$ cat src/rtl/dgsp_pkg.sv
`default_nettype none
// ----------------------------------------------------------------------------
// dgsp_pkg
// Shared constants, controller state type and the command/status structs
// that join the shortest-path controller to its datapath.
// ----------------------------------------------------------------------------
package dgsp_pkg;

    // Defaults for the top-level parameters
    localparam int VERTICES_DEF    = 8;
    localparam int WEIGHT_BITS_DEF = 16;

    // Fixed field widths of the ports
    localparam int VTX_BITS    = 3;
    localparam int WIN_BITS    = 16;
    localparam int DIST_BITS   = 24;

    // Input kind codes
    localparam logic KIND_LOAD = 1'b0;
    localparam logic KIND_RUN  = 1'b1;

    typedef enum logic [3:0] {
        ST_CLEAR,   // sweep weight matrix to zero after reset
        ST_IDLE,
        ST_SCAN,    // issue distance reads for the min search
        ST_SDRAIN,  // compare the last scanned vertex
        ST_MARK,    // mark the picked vertex visited
        ST_RELAX,   // issue weight/distance reads for relaxation
        ST_RDRAIN,  // relax the last vertex, close the round
        ST_EMIT,    // issue result reads
        ST_EDRAIN   // last result on the ports
    } t_state;

    typedef struct packed {
        logic clear_step;
        logic load;
        logic init;
        logic scan;
        logic mark;
        logic relax;
        logic round_end;
        logic emit;
    } t_cmd;

    typedef struct packed {
        logic clear_last;
        logic idx_last;
        logic round_last;
        logic u_reached;
    } t_status;

endpackage : dgsp_pkg
`default_nettype wire

$ cat src/rtl/dgsp_ctrl.sv
`default_nettype none
// ----------------------------------------------------------------------------
// dgsp_ctrl
// Sequencer: clear pass, loads, the scan / mark / relax rounds of a run and result output.
// ----------------------------------------------------------------------------
module dgsp_ctrl (
    input  wire logic             i_clk,
    input  wire logic             i_rst_n,
    input  wire logic             start,
    input  wire logic             i_kind,
    input  wire dgsp_pkg::t_status i_status,
    output dgsp_pkg::t_cmd         o_cmd,
    output logic                   busy
);

    dgsp_pkg::t_state r_state, n_state;

    always_ff @(posedge i_clk) begin
        if (!i_rst_n) begin
            r_state <= dgsp_pkg::ST_CLEAR;
        end else begin
            r_state <= n_state;
        end
    end

    always_comb begin
        n_state = r_state;
        unique case (r_state)
            dgsp_pkg::ST_CLEAR: begin
                if (i_status.clear_last) n_state = dgsp_pkg::ST_IDLE;
            end
            dgsp_pkg::ST_IDLE: begin
                if (start && i_kind == dgsp_pkg::KIND_RUN) n_state = dgsp_pkg::ST_SCAN;
            end
            dgsp_pkg::ST_SCAN: begin
                if (i_status.idx_last) n_state = dgsp_pkg::ST_SDRAIN;
            end
            dgsp_pkg::ST_SDRAIN: begin
                n_state = dgsp_pkg::ST_MARK;
            end
            dgsp_pkg::ST_MARK: begin
                if (i_status.u_reached)       n_state = dgsp_pkg::ST_RELAX;
                else if (i_status.round_last) n_state = dgsp_pkg::ST_EMIT;
                else                          n_state = dgsp_pkg::ST_SCAN;
            end
            dgsp_pkg::ST_RELAX: begin
                if (i_status.idx_last) n_state = dgsp_pkg::ST_RDRAIN;
            end
            dgsp_pkg::ST_RDRAIN: begin
                n_state = i_status.round_last ? dgsp_pkg::ST_EMIT : dgsp_pkg::ST_SCAN;
            end
            dgsp_pkg::ST_EMIT: begin
                if (i_status.idx_last) n_state = dgsp_pkg::ST_EDRAIN;
            end
            dgsp_pkg::ST_EDRAIN: begin
                n_state = dgsp_pkg::ST_IDLE;
            end
            default: begin
                n_state = dgsp_pkg::ST_IDLE;
            end
        endcase
    end

    always_comb begin
        o_cmd = '0;
        busy  = 1'b1;
        unique case (r_state)
            dgsp_pkg::ST_CLEAR:  o_cmd.clear_step = 1'b1;
            dgsp_pkg::ST_IDLE: begin
                busy       = 1'b0;
                o_cmd.load = start && i_kind == dgsp_pkg::KIND_LOAD;
                o_cmd.init = start && i_kind == dgsp_pkg::KIND_RUN;
            end
            dgsp_pkg::ST_SCAN:   o_cmd.scan = 1'b1;
            dgsp_pkg::ST_SDRAIN: o_cmd = '0;
            dgsp_pkg::ST_MARK: begin
                o_cmd.mark      = 1'b1;
                o_cmd.round_end = !i_status.u_reached;
            end
            dgsp_pkg::ST_RELAX:  o_cmd.relax = 1'b1;
            dgsp_pkg::ST_RDRAIN: o_cmd.round_end = 1'b1;
            dgsp_pkg::ST_EMIT:   o_cmd.emit = 1'b1;
            dgsp_pkg::ST_EDRAIN: o_cmd = '0;
            default:             o_cmd = '0;
        endcase
    end

endmodule : dgsp_ctrl
`default_nettype wire

$ cat src/rtl/dgsp_datapath.sv
`default_nettype none
// ----------------------------------------------------------------------------
// dgsp_datapath
// Weight matrix, per-vertex distance/predecessor memories, visit flags,
// min-search compare and relaxation adder, result formatting.
// ----------------------------------------------------------------------------
module dgsp_datapath #(
    parameter int VERTICES    = dgsp_pkg::VERTICES_DEF,
    parameter int WEIGHT_BITS = dgsp_pkg::WEIGHT_BITS_DEF
) (
    input  wire logic                            i_clk,
    input  wire logic                            i_rst_n,
    input  wire dgsp_pkg::t_cmd                   i_cmd,
    input  wire logic [dgsp_pkg::VTX_BITS-1:0]    i_from_vertex,
    input  wire logic [dgsp_pkg::VTX_BITS-1:0]    i_to_vertex,
    input  wire logic [dgsp_pkg::WIN_BITS-1:0]    i_weight,
    input  wire logic [dgsp_pkg::VTX_BITS-1:0]    i_source_vertex,
    output dgsp_pkg::t_status                      o_status,
    output logic                                  o_result_valid,
    output logic [dgsp_pkg::VTX_BITS-1:0]          o_vertex,
    output logic [dgsp_pkg::DIST_BITS-1:0]         o_path_length,
    output logic                                  o_reachable,
    output logic [dgsp_pkg::VTX_BITS-1:0]          o_predecessor,
    output logic                                  o_has_predecessor,
    output logic                                  o_last
);

    localparam int VW = $clog2(VERTICES);
    localparam int NN = VERTICES * VERTICES;
    localparam int AW = $clog2(NN);
    localparam int DB = dgsp_pkg::DIST_BITS;

    // Memories
    logic [WEIGHT_BITS-1:0] wmem     [NN];
    logic [DB-1:0]          dist_mem [VERTICES];
    logic [VW-1:0]          prev_mem [VERTICES];

    // Counters and pipeline
    logic [AW-1:0]          r_caddr;
    logic [VW-1:0]          r_idx;
    logic [VW-1:0]          r_round;
    logic [VW-1:0]          r_jd;
    logic                   r_scan_v, r_relax_v, r_emit_v;

    // Read data
    logic [WEIGHT_BITS-1:0] r_w_q;
    logic [DB-1:0]          r_dist_q;
    logic [VW-1:0]          r_prev_q;

    // Per-vertex flags
    logic [VERTICES-1:0]    r_done, r_reached, r_pv;

    // Min search
    logic                   r_have;
    logic [DB:0]            r_best_key;
    logic [VW-1:0]          r_best_u;

    // Input decode
    logic [31:0]            src_ext, row_ext, col_ext, w_ext;
    logic                   src_ok, load_ok;
    logic [VW-1:0]          src_idx;
    logic [VERTICES-1:0]    src_onehot;
    logic [31:0]            laddr_ext, raddr_ext;
    logic [AW-1:0]          laddr, raddr;
    logic [WEIGHT_BITS-1:0] w_in;

    assign src_ext    = 32'(i_source_vertex);
    assign row_ext    = 32'(i_from_vertex);
    assign col_ext    = 32'(i_to_vertex);
    assign w_ext      = 32'(i_weight);
    assign src_ok     = src_ext < 32'(VERTICES);
    assign load_ok    = (row_ext < 32'(VERTICES)) && (col_ext < 32'(VERTICES));
    assign src_idx    = src_ext[VW-1:0];
    assign src_onehot = src_ok ? (VERTICES'(1) << src_idx) : '0;
    assign w_in       = w_ext[WEIGHT_BITS-1:0];
    assign laddr_ext  = row_ext * 32'(VERTICES) + col_ext;
    assign laddr      = laddr_ext[AW-1:0];
    assign raddr_ext  = 32'(r_best_u) * 32'(VERTICES) + 32'(r_idx);
    assign raddr      = raddr_ext[AW-1:0];

    // Scan compare: unreached vertices rank above every reached distance
    logic [DB:0]            key;
    logic                   take;
    assign key  = r_reached[r_jd] ? {1'b0, r_dist_q} : {1'b1, {DB{1'b0}}};
    assign take = r_scan_v && !r_done[r_jd] && (!r_have || key <= r_best_key);

    // Relaxation with saturation
    logic [DB:0]            cand_sum;
    logic [DB-1:0]          cand;
    logic                   upd;
    assign cand_sum = {1'b0, r_best_key[DB-1:0]} + (DB+1)'(r_w_q);
    assign cand     = cand_sum[DB] ? {DB{1'b1}} : cand_sum[DB-1:0];
    assign upd      = r_relax_v && !r_done[r_jd] && (r_w_q != '0)
                      && (!r_reached[r_jd] || cand < r_dist_q);

    // Weight matrix
    always_ff @(posedge i_clk) begin
        if (i_cmd.clear_step) begin
            wmem[r_caddr] <= '0;
        end else if (i_cmd.load && load_ok) begin
            wmem[laddr] <= w_in;
        end
        r_w_q <= wmem[raddr];
    end

    // Distance and predecessor memories
    always_ff @(posedge i_clk) begin
        if (upd) begin
            dist_mem[r_jd] <= cand;
        end else if (i_cmd.init && src_ok) begin
            dist_mem[src_idx] <= '0;
        end
        if (upd) begin
            prev_mem[r_jd] <= r_best_u;
        end
        r_dist_q <= dist_mem[r_idx];
        r_prev_q <= prev_mem[r_idx];
    end

    // Flags and search registers
    always_ff @(posedge i_clk) begin
        if (i_cmd.init) begin
            r_done    <= '0;
            r_pv      <= '0;
            r_reached <= src_onehot;
        end else begin
            if (i_cmd.mark) r_done[r_best_u] <= 1'b1;
            if (upd) begin
                r_reached[r_jd] <= 1'b1;
                r_pv[r_jd]      <= 1'b1;
            end
        end
        if (take) begin
            r_best_key <= key;
            r_best_u   <= r_jd;
        end
    end

    // Control registers
    always_ff @(posedge i_clk) begin
        if (!i_rst_n) begin
            r_caddr   <= '0;
            r_idx     <= '0;
            r_round   <= '0;
            r_jd      <= '0;
            r_have    <= 1'b0;
            r_scan_v  <= 1'b0;
            r_relax_v <= 1'b0;
            r_emit_v  <= 1'b0;
        end else begin
            r_scan_v  <= i_cmd.scan;
            r_relax_v <= i_cmd.relax;
            r_emit_v  <= i_cmd.emit;
            r_jd      <= r_idx;
            if (i_cmd.clear_step) r_caddr <= r_caddr + 1'b1;
            if (i_cmd.init || i_cmd.mark || i_cmd.round_end) begin
                r_idx <= '0;
            end else if (i_cmd.scan || i_cmd.relax || i_cmd.emit) begin
                r_idx <= r_idx + 1'b1;
            end
            if (i_cmd.init) begin
                r_round <= '0;
            end else if (i_cmd.round_end) begin
                r_round <= r_round + 1'b1;
            end
            if (i_cmd.init || i_cmd.round_end) begin
                r_have <= 1'b0;
            end else if (take) begin
                r_have <= 1'b1;
            end
        end
    end

    assign o_status.clear_last = 32'(r_caddr) == NN - 1;
    assign o_status.idx_last   = 32'(r_idx) == VERTICES - 1;
    assign o_status.round_last = 32'(r_round) == VERTICES - 2;
    assign o_status.u_reached  = r_reached[r_best_u];

    // Result formatting
    logic [31:0] jd_ext, prev_ext;
    assign jd_ext   = 32'(r_jd);
    assign prev_ext = 32'(r_prev_q);

    assign o_result_valid    = r_emit_v;
    assign o_vertex          = jd_ext[dgsp_pkg::VTX_BITS-1:0];
    assign o_reachable       = r_reached[r_jd];
    assign o_path_length     = r_reached[r_jd] ? r_dist_q : '0;
    assign o_has_predecessor = r_pv[r_jd];
    assign o_predecessor     = r_pv[r_jd] ? prev_ext[dgsp_pkg::VTX_BITS-1:0] : '0;
    assign o_last            = r_emit_v && (jd_ext == 32'(VERTICES - 1));

endmodule : dgsp_datapath
`default_nettype wire

$ cat src/rtl/dense_graph_shortest_paths.sv
`default_nettype none
// ----------------------------------------------------------------------------
// dense_graph_shortest_paths
// Single-source shortest paths over a dense weight matrix (zero = no edge).
// ----------------------------------------------------------------------------
// Usage:
//  - A transaction is accepted on a rising edge with start high and busy low.
//    i_kind selects a load (write one weight at i_from_vertex/i_to_vertex,
//    ignored if out of range) or a run from i_source_vertex.
//  - A load does not raise busy, so loads can stream every cycle.
//  - A run keeps busy high while it works. Each of the VERTICES-1 rounds
//    walks every vertex once through the distance memory for the minimum
//    search, then, if the picked vertex is reached, walks its matrix row
//    once for relaxation. The read ports of the weight and distance
//    memories set this pace: one vertex per cycle.
//  - Results: VERTICES transactions, one per cycle, ascending vertex,
//    each valid for exactly one cycle with o_result_valid; o_last marks the
//    final one. The receiver cannot stall, so nothing is held back.
//  - Reset clears the controller and then sweeps the weight matrix to zero,
//    one entry a cycle, with busy high.
// ----------------------------------------------------------------------------
module dense_graph_shortest_paths #(
    parameter int VERTICES    = dgsp_pkg::VERTICES_DEF,
    parameter int WEIGHT_BITS = dgsp_pkg::WEIGHT_BITS_DEF
) (
    input  wire logic                          i_clk,
    input  wire logic                          i_rst_n,
    input  wire logic                          start,
    output logic                               busy,
    input  wire logic                          i_kind,
    input  wire logic [dgsp_pkg::VTX_BITS-1:0]  i_from_vertex,
    input  wire logic [dgsp_pkg::VTX_BITS-1:0]  i_to_vertex,
    input  wire logic [dgsp_pkg::WIN_BITS-1:0]  i_weight,
    input  wire logic [dgsp_pkg::VTX_BITS-1:0]  i_source_vertex,
    output logic                               o_result_valid,
    output logic [dgsp_pkg::VTX_BITS-1:0]       o_vertex,
    output logic [dgsp_pkg::DIST_BITS-1:0]      o_path_length,
    output logic                               o_reachable,
    output logic [dgsp_pkg::VTX_BITS-1:0]       o_predecessor,
    output logic                               o_has_predecessor,
    output logic                               o_last
);

    dgsp_pkg::t_cmd    cmd;
    dgsp_pkg::t_status status;

    // Sequencer
    dgsp_ctrl u_ctrl (
        .i_clk    (i_clk),
        .i_rst_n  (i_rst_n),
        .start    (start),
        .i_kind   (i_kind),
        .i_status (status),
        .o_cmd    (cmd),
        .busy     (busy)
    );

    // Memories, min search, relaxation, result fields
    dgsp_datapath #(
        .VERTICES    (VERTICES),
        .WEIGHT_BITS (WEIGHT_BITS)
    ) u_dp (
        .i_clk             (i_clk),
        .i_rst_n           (i_rst_n),
        .i_cmd             (cmd),
        .i_from_vertex     (i_from_vertex),
        .i_to_vertex       (i_to_vertex),
        .i_weight          (i_weight),
        .i_source_vertex   (i_source_vertex),
        .o_status          (status),
        .o_result_valid    (o_result_valid),
        .o_vertex          (o_vertex),
        .o_path_length     (o_path_length),
        .o_reachable       (o_reachable),
        .o_predecessor     (o_predecessor),
        .o_has_predecessor (o_has_predecessor),
        .o_last            (o_last)
    );

    // Results only come out during a run
    a_result_in_run: assert property (@(posedge i_clk) disable iff (!i_rst_n)
        o_result_valid |-> busy)
        else $error("result strobe while idle");

    // The final result ends the run
    a_last_ends_run: assert property (@(posedge i_clk) disable iff (!i_rst_n)
        o_last |=> !busy)
        else $error("still busy after final result");

    // An accepted run keeps the block busy and silent on the next cycle
    a_run_starts: assert property (@(posedge i_clk) disable iff (!i_rst_n)
        cmd.init |=> (busy && !o_result_valid))
        else $error("run did not start");

endmodule : dense_graph_shortest_paths
`default_nettype wire

$ cat config.mk
export PLATFORM = sky130hd
export DESIGN_NAME = dense_graph_shortest_paths
export DESIGN_NICKNAME = d
export VERILOG_FILES = /design/src/rtl/dgsp_pkg.sv /design/src/rtl/dgsp_ctrl.sv /design/src/rtl/dgsp_datapath.sv /design/src/rtl/dense_graph_shortest_paths.sv
export SDC_FILE = /design/constraint.sdc
export NUM_CORES = 2
export LEC_CHECK = 0
export BUFFER_PORTS_ARGS = -buffer_cell sky130_fd_sc_hd__buf_2
export CAP_MARGIN = 20
export CORE_MARGIN = 2
export CORE_UTILIZATION = 39
export DETAILED_ROUTE_END_ITERATION = 12
export PLACE_DENSITY = 0.6
export SETUP_SLACK_MARGIN = 0.2
export SYNTH_ARGS = -nofsm -noshare
export SYNTH_HDL_FRONTEND = slang
export SYNTH_SLANG_ARGS = --single-unit
$ cat constraint.sdc
create_clock -name i_clk -period 16.58 [get_ports i_clk]
set_clock_uncertainty 0.2 [all_clocks]
set_input_delay 0.829 -clock i_clk [delete_from_list [all_inputs] [get_ports i_clk]]
set_output_delay 0.829 -clock i_clk [all_outputs]
set_load 0.1 [all_outputs]
; Word-level counts from Yosys, hierarchy flattened
; Memory sizes are Yosys's and may differ from the RTL's. A register that Yosys moved wholly into a read port is not among the register bits.
; Cells that the tools add are included.
[totals]
regBits = 75
mem_bits_rw = 1240
inputBits = 29
out_inout_bits = 35
word_cells = 138
n_memories = 3
[op_classes]
n_addsub = 6
order_cmp = 9
eq_ne = 16
shifts = 1
mux = 51
bitwise_logic = 5
reduce_logical = 33
[memory_table]
columns = memory, depth, width, rd, rd_clocked_by_memory_dff, write_ports, line
row1 = u_dp.wmem, 64, 16, 1, 1, 1, dgsp_datapath.sv:34  ; logic [WEIGHT_BITS-1:0] wmem [NN];
row2 = u_dp.dist_mem, 8, 24, 1, 1, 1, dgsp_datapath.sv:35  ; logic [DB-1:0] dist_mem [VERTICES];
row3 = u_dp.prev_mem, 8, 3, 1, 1, 1, dgsp_datapath.sv:36  ; logic [VW-1:0] prev_mem [VERTICES];
[op_table]
columns = op, count
row1 = 2-to-1 mux 24 bit, 3
row2 = one-hot mux 4 bit (8 select lines), 1
row3 = adder 24 x 16 -> 25 bit, 1
row4 = <= comparator 25 bit, 1
row5 = 2-to-1 mux 25 bit, 1
row6 = less-than comparator 24 bit, 1
row7 = 2-to-1 mux 1 bit, 24
row8 = 2-to-1 mux 4 bit, 6
row9 = 2-to-1 mux 8 bit, 3
row10 = OR 8 bit, 3
row11 = OR reduction 24 bit, 1
row12 = "less-than comparator 3 x 4 -> 1 bit, second input constant", 5
row13 = "== test 4 x 3 -> 1 bit, second input constant", 4
row14 = 2-to-1 mux 16 bit, 1
row15 = nonzero test 16 bit, 1
row16 = OR reduction 16 bit, 1
row17 = logical AND 1 bit, 13
row18 = adder 6 x 3 -> 6 bit, 2
row19 = binary-select mux 1 bit (select 3 bit), 4
row20 = "== test 3 bit, second input constant", 3
row21 = 2-to-1 mux 3 bit, 3
row22 = "== test 4 x 2 -> 1 bit, second input constant", 2
row23 = "!= test 2 bit, second input constant", 4
row24 = "left shift 1 x 3 -> 8 bit, first input constant", 1
row25 = other kinds (17), 32

; Depth between registers and ports, before layout
[logic_depth]
ltp_word = 10
depth_mapped = 18
mapped_depth_nobuf = 17

; Cells and area by module
; From an unflattened synthesis, not the netlist that was laid out.
[hier_totals]
hier_cells = 2654
area_unflattened_um2 = 54287.1
[by_module_without_submodules]
columns = module, instances, cells_each, area_each_um2, seq_area_each_um2
row1 = dgsp_datapath, 1, 2608, 53955.5, 39878.2
row2 = dgsp_ctrl, 1, 46, 331.6, 80.1

; Worst setup path after synthesis
; No wires, ideal clock.
[synth_path]
path_type = reg-to-reg
startpoint = register u_dp.r_best_key[0]
endpoint = memory u_dp.dist_mem[7][0] in the netlist's numbering, enable pin
setup_time_ns = 0.416
arrival_time_ns = 5.385
required_ns = 15.964
setup_slack_ns = 10.579
stages_incl_launch_ff = 19
period_less_slack_ns = 6.001
cell_sequence = edfxtp_1 > ha_1 > fa_1 > a211oi_1 > o21ai_0 > a31oi_1 > a21bo_2 > clkbuf_1 > clkbuf_1 > nand2_1 > ha_1 > and4_1 > nand2_1 > nor4_1 > nand3_1 > a221o_1 > nand2_2 > buf_6 > mux2i_1
[synth_between]
elab_chain_len = 9
word_cells_on_any_way = 12
classes_between = 1 x add/sub / 1 x order compare / 7 x mux / 3 x reduce/logical
[synth_lines]
columns = item, line
row1 = from (decl), dgsp_datapath.sv:55  ; logic [DB:0] r_best_key;
row2 = from (signal assigned), dgsp_datapath.sv:134  ; r_best_key <= key;
row3 = adder 24 x 16 -> 25 bit *, dgsp_datapath.sv:91  ; assign cand_sum = {1'b0, r_best_key[DB-1:0]} + (DB+1)'(r_w_q);
row4 = 2-to-1 mux 24 bit *, dgsp_datapath.sv:92  ; assign cand = cand_sum[DB] ? {DB{1'b1}} : cand_sum[DB-1:0];
row5 = less-than comparator 24 bit *, dgsp_datapath.sv:94  ; && (!r_reached[r_jd] || cand < r_dist_q);
row6 = logical OR 1 bit *, dgsp_datapath.sv:94
row7 = logical AND 1 bit *, dgsp_datapath.sv:94
row8 = 2-to-1 mux 1 bit, dgsp_datapath.sv:108  ; if (upd) begin
row9 = 2-to-1 mux 1 bit (implied by the code), dgsp_datapath.sv:111  ; dist_mem[src_idx] <= '0;
row10 = OR reduction 24 bit (no source line), --
row11 = 2-to-1 mux 3 bit (no source line) / 2-to-1 mux 1 bit (equally long branches), --
row12 = to (decl), dgsp_datapath.sv:35
; Mark *: on every way between the ends. The rest lies on a longest branch, timed or not.

; Worst setup path after layout
[layout_path]
startpoint = register u_dp.r_best_key[0]
endpoint = memory u_dp.dist_mem[1][12] in the netlist's numbering, enable pin
; The elaborated chain is that of the path after synthesis.

==> results.sh <==
export IMPL_synth_nets=2831
export IMPL_syn_to_final_growth_pct=13.8
export IMPL_synthDistinctLibCells=71
export IMPL_core_rowCount=137
export IMPL_slew_viol_final=0
export IMPL_vias=27108
export IMPL_timing_rr_end="u_dp.dist_mem[1][12]"
export IMPL_holdBufCountCts=0
export IMPL_nets=2991
export IMPL_synth_ff_type="edfxtp_1"
export IMPL_worstMarginPinSlew_ps=1170
export IMPL_hold_end="u_dp.r_pv[1]"
export IMPL_die_area_um2=142000
export IMPL_die_h_um=377
export IMPL_grtUsageMet3=0.0306
export IMPL_drt_iter0_markers=2697
export IMPL_synthXorXnorAreaFrac=0.00338
export IMPL_setup_tns_final_ps=0
export IMPL_r2r_start="u_dp.r_best_key[0]"
export IMPL_start_util=0.391
export IMPL_period_minus_slack_ps=6550
export IMPL_met2_usage=0.304
export IMPL_io_pins=64
export IMPL_yosys_area_share_adder=0.0162
export IMPL_grt_pass1_vias=27689
export IMPL_drv_cap=0
export IMPL_clk_pin_slew_ps=60
export IMPL_vias_per_cell=5.55
export IMPL_yosys_warnings=0
export IMPL_pwr_density_cell_nw_per_um2=121
export IMPL_synth_top_family_by_area="multiplexers"
export IMPL_core_area_um2=139000
export IMPL_hold_path_class="reg2reg"
export IMPL_cp_required_ps=16820
export IMPL_clk_latency_ps=780
export IMPL_grt_overflow=0
export IMPL_status="completed"
export IMPL_irDropWorstVdd_uv=103
export IMPL_wl_per_cell_um=27.1
export IMPL_top_usage_layer="met2"
export IMPL_setup_viol=0
export IMPL_place_congestion=0.828
export IMPL_firstDrtPassIters=5
export IMPL_synth_compound_area_share=0.0263
export IMPL_synth_area_per_cell_um2=19.9
export IMPL_reg2regPathDepth=17
export IMPL_chipWidth_um=377
export IMPL_root_buffer="clkbuf_16"
export IMPL_synthMuxAreaShare=0.167
export IMPL_ys_async_sr_fraction=0
export IMPL_cp_start_kind="flop"
export IMPL_cts_tree="yes"
export IMPL_yosysSeqAreaShare=0.734
export IMPL_layout_cells_non_filler=4886
export IMPL_grt_util_met1=0.258
export IMPL_grt_pass1_wl_um=191000
export IMPL_hpwl_um=81500
export IMPL_p_leak_nw=20.2
export IMPL_cts_sinks=1358
export IMPL_rsz0062_at_grt="no"
export IMPL_grt_start_max_net_pins=129
export IMPL_hp_start="u_dp.r_pv[1]"
export IMPL_cts_setup_buffers=0
export IMPL_portBuffers=63
export IMPL_cts_made_buffers=141
export IMPL_cts_resized=0
export IMPL_yosys_area_share_simple=0.0335
export IMPL_place_inst=4623
export IMPL_max_slew_margin=0.216
export IMPL_finalWirelength_um=132000
export IMPL_worstPathArrival_ps=6780
export IMPL_antenna_found_initial=14
export IMPL_h_tree_depth=4
export IMPL_crit_path_end_kind="flop"
export IMPL_netlist_area_um2=54400
export IMPL_cp_max_fo=27
export IMPL_track_usage=0.186
export IMPL_clk_path_buf_depth=3
export IMPL_critPathKind="reg2reg"
export IMPL_hold_viol_final=0
export IMPL_r2r_setup_slack_ps=10030
export IMPL_route_detailed_drc=0
export IMPL_ys_seq_elements=1358
export IMPL_min_path_cells=2
export IMPL_synth_edf_count=1276
export IMPL_period_share=0.395
export IMPL_fmax_mhz=153
export IMPL_drive_gt1_frac=0.267
export IMPL_syn_inst=2732
export IMPL_antenna_left=0
-- per-stage QoR --
stage | total power [mW] | hold slack (ps) | cell area, um^2 | utilization | worst slack (ps)
after CTS | 7.53 | 228 | 61900 | 0.445 | 10060
after global routing | 7.69 | 286 | 61900 | 0.445 | 9600
after global placement | 4.41 | 236 | 57200 | 0.411 | 9760
after detailed placement | 4.43 | 244 | 57300 | 0.412 | 10160
final | 7.46 | 264 | 61900 | 0.445 | 10030
after floorplan | 4.25 | 220 | 54400 | - | 10580
-- synthesized netlist by cell type, types with 27 or more instances --
cell type	count	share of area
a21oi_1	46	0.0042
and2_1	27	0.0031
buf_2	41	0.0038
buf_4	31	0.0043
clkbuf_1	60	0.0041
dfxtp_1	82	0.030
edfxtp_1	1276	0.70
ha_1	69	0.016
inv_1	62	0.0043
mux2_2	34	0.0070
mux2i_1	74	0.014
mux4_2	354	0.15
nand2_1	88	0.0061
nor2_1	157	0.011
o21ai_0	34	0.0031
o22ai_1	27	0.0031
-- metal layers --
| metal | vias up | wire (um) |
|---|---|---|
| li1 | 11492 | - |
| met1 | 14456 | 56800 |
| met5 | - | 38 |
| met4 | 6 | 3290 |
| met2 | 958 | 64300 |
| met3 | 196 | 7910 |
-- kinds of logic after synthesis --
| kind of cell | Yosys count |
|---|---|
| AOI/OAI and AO/OA | 217 |
| and+or+nand+nor | 388 |
| muxes | 462 |
| buffers and inverters | 216 |
| adders and majority gates | 70 |
| DFF | 1358 |
| xor gates and xnor gates | 21 |
-- report_power, final --
part / switching, mW / internal, mW
Clock: 1.34 / 1.77
Sequential: 0.0386 / 3.87
Combinational: 0.321 / 0.131
-- placed cells by master, fill, tap and decap left out, types with 23 or more instances in the layout --
cell	Yosys	final
edfxtp_1	1276	1276
mux4_2	354	354
nor2_1	157	156
clkbuf_16	0	142
buf_4	31	94
nand2_1	88	88
dfxtp_1	82	79
ha_1	69	69
mux2i_1	74	67
buf_2	41	63
inv_1	62	62
a21oi_1	46	45
o21ai_0	34	34
mux2_2	34	34
clkbuf_1	60	30
o22ai_1	27	27
clkinv_1	0	26
nand3_1	23	23
-- sequential cells by signal (all words and copies together), names as in the netlist, 8 cells and up --
name and cells:
u_dp.r_pv 8, u_dp.r_reached 8, u_dp.r_done 8, u_dp.prev_mem 24, u_dp.wmem 1024, u_dp.dist_mem 192, u_dp.r_best_key 25, u_dp.r_w_q 16
u_dp.r_dist_q 24
-- how the worst max path moves through the flow --
stage	start	endpoint	slack (ps)
floorplan	u_dp.r_best_key[0]	u_dp.dist_mem[7][0]	10580
global placement	u_dp.r_best_key[0]	u_dp.dist_mem[4][5]	9760
detailed placement	u_dp.r_best_key[0]	u_dp.dist_mem[1][12]	10160
CTS	u_dp.r_best_key[0]	u_dp.dist_mem[1][13]	10060
global route	u_dp.r_best_key[0]	u_dp.dist_mem[1][13]	9600
finish	u_dp.r_best_key[0]	u_dp.dist_mem[1][12]	10030
-- layout make-up --
type | count | area, um^2
inverters | 64 | 240
well taps | 1876 | 2350
fillers | 11799 | 77100
repair buffers | 169 | 1250
clock buffers | 179 | 3760
multi-input cells | 1158 | 13500
clock inverters | 78 | 797
flip-flops and latches | 1358 | 40000
diodes | 4 | 10.0
-- worst max-delay path: stages, from the launching register on --
cell and delay (ps):
edfxtp_1 400, ha_1 260, fa_1 430, a211oi_1 310, o21ai_0 250, a31oi_1 440, a21bo_2 560, nand2_1 110
o31a_1 290, ha_1 330, and4_1 220, nand2_1 90, nor4_1 320, nand3_1 130, a221o_1 430, nand2_2 590
mux2i_4 550, buf_12 250
(Power assumes the default switching activity.)
